## src/rtl/ksub_pkg.sv

```systemverilog
// shared constants and types for the k-subset enumerator
package ksub_pkg;

  localparam int MAX_N     = 16;
  localparam int MW        = MAX_N + 1;
  localparam int IDX_W     = $clog2(MAX_N);
  localparam int CNT_W     = 14;
  localparam int CFG_W     = 5;
  localparam int N_W       = CFG_W + 1;
  localparam int CFG_IDX_W = 2;
  localparam int QDEPTH    = 2;
  localparam int QPTR_W    = $clog2(QDEPTH);
  localparam int QCNT_W    = $clog2(QDEPTH + 1);

  typedef enum logic [CFG_IDX_W-1:0] {
    REG_SET_SIZE    = 2'd0,
    REG_SUBSET_SIZE = 2'd1
  } cfg_reg_t;

  typedef struct packed {
    logic [MAX_N-1:0] mask;
    logic [CNT_W-1:0] number;
    logic             exhausted;
  } ksub_cmd_t;

endpackage

```

## src/rtl/k_subset_enumerator.sv

```systemverilog
// top level of the k-subset enumerator
//
//   port group   dir  carries
//   in_*         in   restart request, one per subset or exhausted word
//   out_*        out  subset_number, position, element_index, last_of_subset, exhausted
//   cfg_*        in   register index and data, always ready
//
// the front takes a request whenever the queue has room; the back loads a
// command and then emits one word per element, at most MAX_N of them (a single
// word when exhausted), and loads the next command only after its last word
// a two-entry queue lets the front take requests while the back is stalled
// rst is synchronous and clears state and registers to their defaults
module k_subset_enumerator (
  input  logic                           clk,
  input  logic                           rst,
  input  logic                           cfg_valid,
  output logic                           cfg_ready,
  input  logic [ksub_pkg::CFG_IDX_W-1:0] cfg_index,
  input  logic [ksub_pkg::CFG_W-1:0]     cfg_data,
  input  logic                           in_valid,
  output logic                           in_ready,
  input  logic                           restart,
  output logic                           out_valid,
  input  logic                           out_ready,
  output logic [ksub_pkg::CNT_W-1:0]     subset_number,
  output logic [ksub_pkg::IDX_W-1:0]     position,
  output logic [ksub_pkg::IDX_W-1:0]     element_index,
  output logic                           last_of_subset,
  output logic                           exhausted
);
  import ksub_pkg::*;

  ksub_cmd_t push_cmd;
  ksub_cmd_t pop_cmd;
  logic      push;
  logic      pop;
  logic      q_full;
  logic      q_not_empty;

  ksub_front u_front (
    .clk       (clk),
    .rst       (rst),
    .cfg_valid (cfg_valid),
    .cfg_ready (cfg_ready),
    .cfg_index (cfg_index),
    .cfg_data  (cfg_data),
    .in_valid  (in_valid),
    .in_ready  (in_ready),
    .restart   (restart),
    .q_full    (q_full),
    .push      (push),
    .cmd       (push_cmd)
  );

  ksub_queue u_queue (
    .clk       (clk),
    .rst       (rst),
    .push      (push),
    .push_data (push_cmd),
    .full      (q_full),
    .pop       (pop),
    .pop_data  (pop_cmd),
    .not_empty (q_not_empty)
  );

  ksub_back u_back (
    .clk            (clk),
    .rst            (rst),
    .q_not_empty    (q_not_empty),
    .q_data         (pop_cmd),
    .pop            (pop),
    .out_valid      (out_valid),
    .out_ready      (out_ready),
    .subset_number  (subset_number),
    .position       (position),
    .element_index  (element_index),
    .last_of_subset (last_of_subset),
    .exhausted      (exhausted)
  );

  a_exh_zero: assert property (@(posedge clk) disable iff (rst)
    out_valid && exhausted |->
      subset_number == '0 && position == '0 && element_index == '0 && !last_of_subset)
    else $error("exhausted word carries nonzero fields");

  a_idx_ge_pos: assert property (@(posedge clk) disable iff (rst)
    out_valid && !exhausted |-> element_index >= position)
    else $error("element index below its position");

  a_run_cont: assert property (@(posedge clk) disable iff (rst)
    out_valid && out_ready && !exhausted && !last_of_subset |=> out_valid)
    else $error("subset run broken before last element");

  a_next_pos: assert property (@(posedge clk) disable iff (rst)
    out_valid && out_ready && !exhausted && !last_of_subset |=>
      position == $past(position) + IDX_W'(1) && element_index > $past(element_index))
    else $error("element order broken within subset");

endmodule

```

## src/rtl/ksub_front.sv

```systemverilog
// front end: config registers, subset state and next-combination step
module ksub_front (
  input  logic                           clk,
  input  logic                           rst,
  input  logic                           cfg_valid,
  output logic                           cfg_ready,
  input  logic [ksub_pkg::CFG_IDX_W-1:0] cfg_index,
  input  logic [ksub_pkg::CFG_W-1:0]     cfg_data,
  input  logic                           in_valid,
  output logic                           in_ready,
  input  logic                           restart,
  input  logic                           q_full,
  output logic                           push,
  output ksub_pkg::ksub_cmd_t            cmd
);
  import ksub_pkg::*;

  logic [CFG_W-1:0] set_size;
  logic [CFG_W-1:0] subset_size;
  logic [MW-1:0]    mask;
  logic [MW-1:0]    mask_next;
  logic [CNT_W-1:0] counter;
  logic [CNT_W-1:0] counter_next;
  logic             started;
  logic             started_next;
  logic             done;
  logic             done_next;

  logic [N_W-1:0]   eff_n;
  logic [MW-1:0]    low;
  logic [MW-1:0]    ripple;
  logic [MW-1:0]    run;
  logic [MW-1:0]    refill;
  logic [MW-1:0]    nx;
  logic [MW-1:0]    high_mask;
  logic [MW-1:0]    first_mask;

  assign cfg_ready = 1'b1;
  assign in_ready  = !q_full;
  assign push      = in_valid && in_ready;

  always_comb begin
    eff_n = (N_W'(set_size) > N_W'(MAX_N)) ? N_W'(MAX_N) : N_W'(set_size);
    low    = mask & (~mask + MW'(1));
    ripple = mask + low;
    run    = (mask ^ ripple) >> 2;
    refill = '0;
    for (int i = 0; i < MW; i++) begin
      if (low[i]) begin
        refill = refill | (run >> i);
      end
    end
    nx = ripple | refill;
    for (int b = 0; b < MW; b++) begin
      high_mask[b]  = N_W'(b) >= eff_n;
      first_mask[b] = N_W'(b) < N_W'(subset_size);
    end
  end

  always_comb begin
    mask_next     = mask;
    counter_next  = counter;
    started_next  = started;
    done_next     = done;
    cmd.mask      = '0;
    cmd.number    = '0;
    cmd.exhausted = 1'b1;
    if (restart || !started) begin
      started_next = 1'b1;
      counter_next = '0;
      if (subset_size == '0 || N_W'(subset_size) > eff_n) begin
        mask_next = '0;
        done_next = 1'b1;
      end else begin
        mask_next     = first_mask;
        done_next     = 1'b0;
        cmd.mask      = first_mask[MAX_N-1:0];
        cmd.exhausted = 1'b0;
      end
    end else if (done || mask == '0) begin
      cmd.exhausted = 1'b1;
    end else if ((nx & high_mask) != '0) begin
      done_next = 1'b1;
    end else begin
      mask_next     = nx;
      counter_next  = counter + CNT_W'(1);
      cmd.mask      = nx[MAX_N-1:0];
      cmd.number    = counter + CNT_W'(1);
      cmd.exhausted = 1'b0;
    end
  end

  always_ff @(posedge clk) begin
    if (rst) begin
      set_size    <= CFG_W'(16);
      subset_size <= CFG_W'(1);
      mask        <= '0;
      counter     <= '0;
      started     <= 1'b0;
      done        <= 1'b0;
    end else begin
      if (cfg_valid && cfg_ready) begin
        unique case (cfg_index)
          REG_SET_SIZE:    set_size <= cfg_data;
          REG_SUBSET_SIZE: subset_size <= cfg_data;
          default: ;
        endcase
      end
      if (push) begin
        mask    <= mask_next;
        counter <= counter_next;
        started <= started_next;
        done    <= done_next;
      end
    end
  end

endmodule

```

## src/rtl/ksub_queue.sv

```systemverilog
// small command queue between front and back
module ksub_queue (
  input  logic                clk,
  input  logic                rst,
  input  logic                push,
  input  ksub_pkg::ksub_cmd_t push_data,
  output logic                full,
  input  logic                pop,
  output ksub_pkg::ksub_cmd_t pop_data,
  output logic                not_empty
);
  import ksub_pkg::*;

  ksub_cmd_t         entries [QDEPTH];
  logic [QPTR_W-1:0] wr_ptr;
  logic [QPTR_W-1:0] rd_ptr;
  logic [QCNT_W-1:0] count;

  assign full      = count == QCNT_W'(QDEPTH);
  assign not_empty = count != '0;
  assign pop_data  = entries[rd_ptr];

  always_ff @(posedge clk) begin
    if (push) begin
      entries[wr_ptr] <= push_data;
    end
  end

  always_ff @(posedge clk) begin
    if (rst) begin
      wr_ptr <= '0;
      rd_ptr <= '0;
      count  <= '0;
    end else begin
      if (push) begin
        wr_ptr <= (wr_ptr == QPTR_W'(QDEPTH - 1)) ? '0 : wr_ptr + QPTR_W'(1);
      end
      if (pop) begin
        rd_ptr <= (rd_ptr == QPTR_W'(QDEPTH - 1)) ? '0 : rd_ptr + QPTR_W'(1);
      end
      count <= count + QCNT_W'(push) - QCNT_W'(pop);
    end
  end

endmodule

```

## src/rtl/ksub_back.sv

```systemverilog
// back end: walks a subset mask and emits one element per word
module ksub_back (
  input  logic                       clk,
  input  logic                       rst,
  input  logic                       q_not_empty,
  input  ksub_pkg::ksub_cmd_t        q_data,
  output logic                       pop,
  output logic                       out_valid,
  input  logic                       out_ready,
  output logic [ksub_pkg::CNT_W-1:0] subset_number,
  output logic [ksub_pkg::IDX_W-1:0] position,
  output logic [ksub_pkg::IDX_W-1:0] element_index,
  output logic                       last_of_subset,
  output logic                       exhausted
);
  import ksub_pkg::*;

  logic             busy;
  logic [MAX_N-1:0] rem;
  logic [CNT_W-1:0] number;
  logic [IDX_W-1:0] pos;
  logic             exh;
  logic             adv;
  logic [IDX_W-1:0] low_idx;
  logic [MAX_N-1:0] low_bit;
  logic             is_last;

  always_comb begin
    low_idx = '0;
    for (int i = MAX_N - 1; i >= 0; i--) begin
      if (rem[i]) begin
        low_idx = IDX_W'(i);
      end
    end
    low_bit = rem & (~rem + MAX_N'(1));
    is_last = exh || ((rem & ~low_bit) == '0);
  end

  assign pop = !busy && q_not_empty;
  assign adv = busy && (!out_valid || out_ready);

  always_ff @(posedge clk) begin
    if (rst) begin
      busy      <= 1'b0;
      out_valid <= 1'b0;
    end else begin
      if (pop) begin
        busy <= 1'b1;
      end else if (adv && is_last) begin
        busy <= 1'b0;
      end
      if (adv) begin
        out_valid <= 1'b1;
      end else if (out_ready) begin
        out_valid <= 1'b0;
      end
    end
  end

  always_ff @(posedge clk) begin
    if (pop) begin
      rem    <= q_data.mask;
      number <= q_data.number;
      exh    <= q_data.exhausted;
      pos    <= '0;
    end else if (adv) begin
      rem <= rem & ~low_bit;
      pos <= pos + IDX_W'(1);
    end
    if (adv) begin
      subset_number  <= exh ? '0 : number;
      position       <= exh ? '0 : pos;
      element_index  <= exh ? '0 : low_idx;
      last_of_subset <= !exh && is_last;
      exhausted      <= exh;
    end
  end

endmodule
```

## config.mk

```make
export PLATFORM = sky130hd
export DESIGN_NAME = k_subset_enumerator
export DESIGN_NICKNAME = d
export VERILOG_FILES = /design/src/rtl/ksub_pkg.sv /design/src/rtl/k_subset_enumerator.sv /design/src/rtl/ksub_front.sv /design/src/rtl/ksub_queue.sv /design/src/rtl/ksub_back.sv
export SDC_FILE = /design/constraint.sdc
export NUM_CORES = 1
export LEC_CHECK = 0
export BUFFER_PORTS_ARGS = -buffer_cell sky130_fd_sc_hd__buf_2
export CAP_MARGIN = 25
export CORE_MARGIN = 4
export CORE_UTILIZATION = 40
export CTS_CLUSTER_DIAMETER = 40
export DETAILED_ROUTE_END_ITERATION = 12
export HOLD_SLACK_MARGIN = 0.02
export PLACE_DENSITY = 0.58
export SLEW_MARGIN = 20
export SYNTH_ARGS = -nofsm -noshare
export SYNTH_HDL_FRONTEND = slang
export SYNTH_SLANG_ARGS = --single-unit
```

## constraint.sdc

```tcl
create_clock -name clk -period 4.1 [get_ports clk]
set_clock_uncertainty 0.15 [all_clocks]
set_input_delay 0.615 -clock clk [delete_from_list [all_inputs] [get_ports clk]]
set_output_delay 0.615 -clock clk [all_outputs]
set_load 0.01 [all_outputs]
```

Word-level counts from Yosys, hierarchy flattened
Memories as Yosys holds them, arrays and structs flattened. A register that Yosys moved wholly into a read port is not among the register bits.
Index checks and enable logic that the tools add are counted.
W data, S select, Z words.
{"block": "word_totals", "register_bits": 108, "mem_bits_rw": 62, "input_bits": 13, "n_memories": 1}
{"memory": "u_queue.entries", "words": 2, "width": 31, "rd": 1, "rd_clocked_by_memory_dff": 1, "wr": 1, "line_no": "ksub_queue.sv:14", "rtl": "ksub_cmd_t entries [QDEPTH];"}
{"block": "classes", "n_addsub": 9, "n_lt_le_gt_ge": 36, "n_eq_ne": 4, "n_mux": 61, "bitwise": 23, "n_reduce_logical": 34}
{"operator": "$mux W17", "n": 18}
{"operator": "$mux W16", "n": 4}
{"operator": "$mux W14", "n": 4}
{"operator": "$ge A4 B6 Y1 const A", "n": 8}
{"operator": "$lt A4 B5 Y1 const A", "n": 8}
{"operator": "$and A17 B17 Y17", "n": 2}
{"operator": "$and A16 B16 Y16", "n": 2}
{"operator": "$mux W4", "n": 8}
{"operator": "$not A16 Y16", "n": 2}
{"operator": "$mux W31", "n": 1}
{"operator": "$mux W30", "n": 1}
{"operator": "$ge A3 B6 Y1 const A", "n": 4}
{"operator": "$lt A3 B5 Y1 const A", "n": 4}
{"operator": "$add A17 B1 Y17 const B", "n": 1}
{"operator": "$add A17 B17 Y17", "n": 1}
{"operator": "$logic_not A17 Y1", "n": 1}
{"operator": "$mux W1", "n": 17}
{"operator": "$not A17 Y17", "n": 1}
{"operator": "$or A17 B1 Y17", "n": 1}
{"operator": "$or A17 B10 Y17", "n": 1}
{"operator": "$or A17 B11 Y17", "n": 1}
{"operator": "$or A17 B12 Y17", "n": 1}
{"operator": "$or A17 B13 Y17", "n": 1}
{"operator": "$or A17 B14 Y17", "n": 1}
{"operator": "45 further kinds", "n": 74}

Longest topological paths before layout
{"block": "logic_depth", "ltp_word": 40, "mapped_depth": 15, "depth_no_buf": 14}

By module
Synthesis repeated with hierarchy kept, for this count alone.
{"block": "hier_totals", "cells_unflattened": 1113, "hier_area_um2": 10392.5}
{"mod": "ksub_front", "instances": 1, "cells_each": 781, "area_each_um2": 5296.3, "seq_area_each_um2": 860.8}
{"mod": "ksub_back", "instances": 1, "cells_each": 215, "area_each_um2": 2632.5, "seq_area_each_um2": 1771.7}
{"mod": "ksub_queue", "instances": 1, "cells_each": 117, "area_each_um2": 2463.6, "seq_area_each_um2": 1961.9}

Worst setup path after synthesis
Ideal clock, no wire load.
{"block": "synth_path", "path_type": "register to register", "startpoint": "reg u_front.mask[2]", "endpoint": "reg u_front.counter[10]", "setup_ns": 0.070, "arrival_ns": 3.980, "required_ns": 3.880, "slack_ns": -0.101, "path_stages_with_launch": 16, "period_less_slack_ns": 4.201, "cell_sequence": "dfxtp_1 buf_4 nor4_4 clkbuf_1 nand2_1 or2_2 nand2_1 xor2_1 a221o_1 a211oi_2 o221ai_1 a311o_1 or4_4 buf_6 or4_1 a21oi_1"}
{"block": "synth_between", "elab_chain_len": 39, "word_cells_on_any_way": 42}
{"item": "start: declaration", "line_no": "ksub_front.sv:20", "rtl": "logic [MW-1:0] mask;"}
{"item": "start signal: assignment", "line_no": "ksub_front.sv:110", "rtl": "mask <= mask_next;"}
{"item": "$not A17 Y17", "line_no": "ksub_front.sv:44", "rtl": "low = mask & (~mask + MW'(1));"}
{"item": "$add A17 B1 Y17", "line_no": "ksub_front.sv:44"}
{"item": "$and A17 B17 Y17", "line_no": "ksub_front.sv:44"}
{"item": "$add A17 B17 Y17", "line_no": "ksub_front.sv:45", "rtl": "ripple = mask + low;"}
{"item": "$xor A17 B17 Y17", "line_no": "ksub_front.sv:46", "rtl": "run = (mask ^ ripple) >> 2;"}
{"item": "$mux W15", "line_no": "ksub_front.sv:49", "rtl": "if (low[i]) begin"}
{"item": "$or A17 B14 Y17", "line_no": "ksub_front.sv:50", "rtl": "refill = refill | (run >> i);"}
{"item": "$mux W17", "line_no": "ksub_front.sv:49"}
{"item": "[... 23 more ...]"}
{"item": "$mux W17", "line_no": "ksub_front.sv:49"}
{"item": "$or A17 B1 Y17", "line_no": "ksub_front.sv:50"}
{"item": "$mux W17", "line_no": "ksub_front.sv:49"}
{"item": "$or A17 B17 Y17", "line_no": "ksub_front.sv:53", "rtl": "nx = ripple | refill;"}
{"item": "$and A17 B17 Y17", "line_no": "ksub_front.sv:82", "rtl": "end else if ((nx & high_mask) != '0) begin"}
{"item": "$reduce_bool A17 Y1", "line_no": "ksub_front.sv:82"}
{"item": "$ne A2 B1 Y1 (no line)"}
{"item": "$reduce_and A3 Y1 (no line) *"}
{"item": "end signal: assignment", "line_no": "ksub_front.sv:111", "rtl": "counter <= counter_next;"}
{"item": "end: declaration", "line_no": "ksub_front.sv:22", "rtl": "logic [CNT_W-1:0] counter;"}
Mark *: on every way between the ends. The rest lies on a longest branch, timed or not.
A chain may end at the register's enable or synchronous reset.

Final worst setup path
{"block": "layout_path", "startpoint": "reg u_front.mask[10]", "endpoint": "reg u_front.counter[4]"}
Same word-level chain as after synthesis.

==> summary.txt <==
Job
  • Maxcap violations: 0

Synth
  • Post-Syn Nets: 1043
  • Asr flop ratio synth: 0%
  • Post-Synthesis Cell Area: 0.00989 mm²
  • Post-Synthesis Cells: 1021
  • Primary FF master, synth: edfxtp_1
  • Cell variety after synth: 90
  • Largest area contributor in the netlist: edfxtp_1
  • Yosys warns: 0
  • Seq/Total Area, Yosys: 46.5%
  • Mean post-synth cell area: 9.68 µm²
  • Yosys top cell area share: 35.5%
  • Synth area leaders: edfxtp_1 (36%), dfxtp_1 (11%), nor2_1 (4.3%), o21ai_0 (3.0%), mux2i_1 (2.9%)
  • FF+latch count, synth: 171
  • Post-synth EDFFs: 117

Drt
  • DR iter-0 viols: 1012
  • Post-route ant nets: 0
  • Via count: 8879
  • First-pass DRT Iterations: 7
  • Overall routed net length: 29900 µm
  • Vias per Instance: 5.78
  • DRC viols: 0
  • Wire length per cell: 19.4 µm

Place
  • Gpl congestion: 1.01
  • Placed cell areas: 0.0115 mm²
  • Inst Count DP: 1483
  • Post-DP HPWL: 22100 µm
  • Buffers on Ports: 38

Clock tree
  • Worst skew pair latency: 0.43 ns
  • CTS tree: built
  • H-tree depth: 4
  • CTS clk-pin slew, worst paths: 0.07 ns
  • Clk root buf: clkbuf_16
  • Clock buffer depth: 2
  • CTS Buf Count: 17
  • # clock sinks: 171

Cells and area
  • # diodes: 0
  • Cell area after layout: 0.0127 mm²
  • Final #Nets: 1221
  • Non-Filler Instances: 1536
  • Fraction of layout cells with a size suffix above 1: 30.4%
  • Post-layout util: 52.1%
  • P&R area growth vs syn: 28.3%

Power and ir drop
  • VDD IR-drop max: 354 µV
  • Pwr Density: 660 mW/mm²
  • Leak: 4.79 nW

Worst setup path
  • Crit-path max FO: 10
  • Crit Path Class: flop to flop
  • CP bufs+invs: 1
  • Crit path launch type: flop
  • CP required: 4.31 ns
  • CP endpoint kind: flop
  • Crit-path max cell delay: 0.55 ns
  • CP Data Arrival Time: 4.36 ns
  • CP max-delay cell: or4_4
  • Top Family by Delay on Critical Path: compound AO/OA/AOI/OAI gates
  • Worst path cell trace: nor2_1, buf_4, o211ai_1, nand2_1, a32o_1, a211oi_1, nand3_1, a211o_1, a21o_1, a311o_1, or4_4, or4_1, a21oi_1

STA
  • Worst slew margin: 41.2%
  • Final WS setup: -0.0498 ns
  • Fmax: 0.241 GHz
  • # setup viols final: 8
  • Max-slew violation count: 0
  • Fin crit share: 101%
  • Slew @ Worst Pin: 0.880 ns
  • Final Hold Viols: 0
  • Tmin final: 4.15 ns
  • RSZ-0062 raised after global routing: true

Status
  • Outcome: finished, violations left
  • Violated checks: setup timing

GRT
  • Vias in the first global route: 8307
  • Global-route wire length before repair: 45700 µm
  • Initial antenna violation count: 0
  • Largest net degree at the start of global routing: 39
  • Overflow after GRT: 0
  • Total track usage: 21.4%

Hold path
  • Hold/Removal Path Class: input pin to flop

Die
  • Starting Density: 40.6%
  • Die width: 165 µm
  • # rows: 57
  • Die height: 165 µm
  • Die area: 0.0273 mm²
  • Core Region: 0.0243 mm²
  • Boundary Pins: 40
repair_timing:
item / in CTS / in global routing
hold buffers: 0 / 0
pin swaps: 17 / 13
gates resized for setup: 33 / 71
setup endpoints to repair: 93 / 93
cloned: 1 / 1
buffers inserted: 7 / 12
synth_stat cells, types with 10 or more instances:
library cell  number
edfxtp_1         117
a21o_1            12
mux2_2            15
o22ai_1           16
clkbuf_1          57
xor2_1            11
inv_1             23
and2_1            16
nand2b_1          17
a211oi_1          15
a21oi_1           45
nor2_1           114
nor3_1            17
mux2i_1           29
or4_1             10
nor4_1            12
dfxtp_1           54
xnor2_1           13
nor2b_1           30
and3_1            13
nand3_1           38
o21ai_0           60
o211ai_1          17
nand2_1           69
metrics by stage:
step	total power [W]	TNS [ns]	hold slack, ns	worst slack, ns
final	0.00837	-0.263	0.293	-0.0498
after global routing	0.00884	-2.24	0.296	-0.150
after CTS	0.00814	0	0.269	0.00376
after detailed placement	0.00635	-9.14	0.333	-0.253
after global placement	0.00634	-11.34	0.318	-0.262
after floorplan	0.00477	0	0.301	0.0102
worst register-to-register path: cells and delay by family (launching register included):
kind	cells	cell delay (ns)
compound gates	7	1.69
simple gates	5	1.57
buf+inv	1	0.18
flops	1	0.50
sequential cells by signal (all words and copies together) (netlist names), named ones only:
| register | cells |
|---|---|
| u_front.mask | 17 |
| u_queue.rd_ptr | 1 |
| u_back.subset_number | 14 |
| u_queue.entries | 62 |
| u_front.set_size | 5 |
| u_queue.wr_ptr | 1 |
| u_back.rem | 16 |
| u_front.counter | 14 |
| u_back.last_of_subset | 1 |
| u_back.out_valid | 1 |
| u_back.busy | 1 |
| u_back.number | 14 |
| u_front.subset_size | 5 |
| u_front.started | 1 |
| u_back.exh | 1 |
| u_front.done | 1 |
| u_back.pos | 4 |
| u_queue.count | 2 |
| u_back.position | 4 |
| u_back.exhausted | 1 |
| u_back.element_index | 4 |
power by group:
group / internal, W / leakage [nW] / switching, W
clock: 0.000842 / 0.302 / 0.000792
sequential: 0.00243 / 1.57 / 0.000360
combinational: 0.00176 / 2.93 / 0.00219
total: 0.00503 / 4.79 / 0.00334
kinds of logic (layout without fill, tap and decap cells):
group,Yosys count,in the layout,synth area share (%)
and+or+nand+nor,384,385,20.4
adders and majority gates,13,13,1.54
AOI/OAI and AO/OA,290,290,20.9
xor gates and xnor gates,24,24,2.13
DFF,171,171,46.5
buffers and inverters,94,284,3.95
muxes,44,44,4.64
other,1,1,0.0379
worst paths after layout:
check,start,end,slack (ns),depth (start not counted)
setup / recovery,u_front.mask[10],u_front.counter[4],-0.05,13
setup reg to reg,u_front.mask[10],u_front.counter[4],-0.05,13
hold / removal,cfg_data[4],u_front.set_size[4],0.29,3
hold reg to reg,u_front.counter[13],u_front.counter[13],0.34,1
routing by layer:
layer,track usage [%],up-vias,wire length [µm]
li1,-,4231,-
met1,28.3,4216,12800
met2,35.4,338,14200
met3,3.10,94,1610
met4,9.00,0,1190
met5,0,-,0
cells in the final DEF (no fill, tap or decap), drive strengths merged, types with 15 or more instances in the layout:
cell	instances
inv	30
nor3	18
dfxtp	54
buf	227
nor2b	30
o21ai	67
and2	17
nand2	69
a211oi	16
o211ai	18
nand3	39
mux2i	29
nand2b	18
mux2	15
o22ai	16
nor2	115
a21oi	46
clkbuf	18
edfxtp	117
cell type report:
| cell class | instances | area (µm²) |
|---|---|---|
| Inverter | 24 | 90.1 |
| Clock buffer | 17 | 425 |
| Sequential cell | 171 | 4610 |
| Tap cell | 324 | 405 |
| Timing Repair Buffer | 228 | 1720 |
| Clock inverter | 15 | 204 |
| Fill cell | 2179 | 11600 |
| Multi-Input combinational cell | 757 | 5220 |
(Power assumes the default switching activity.)
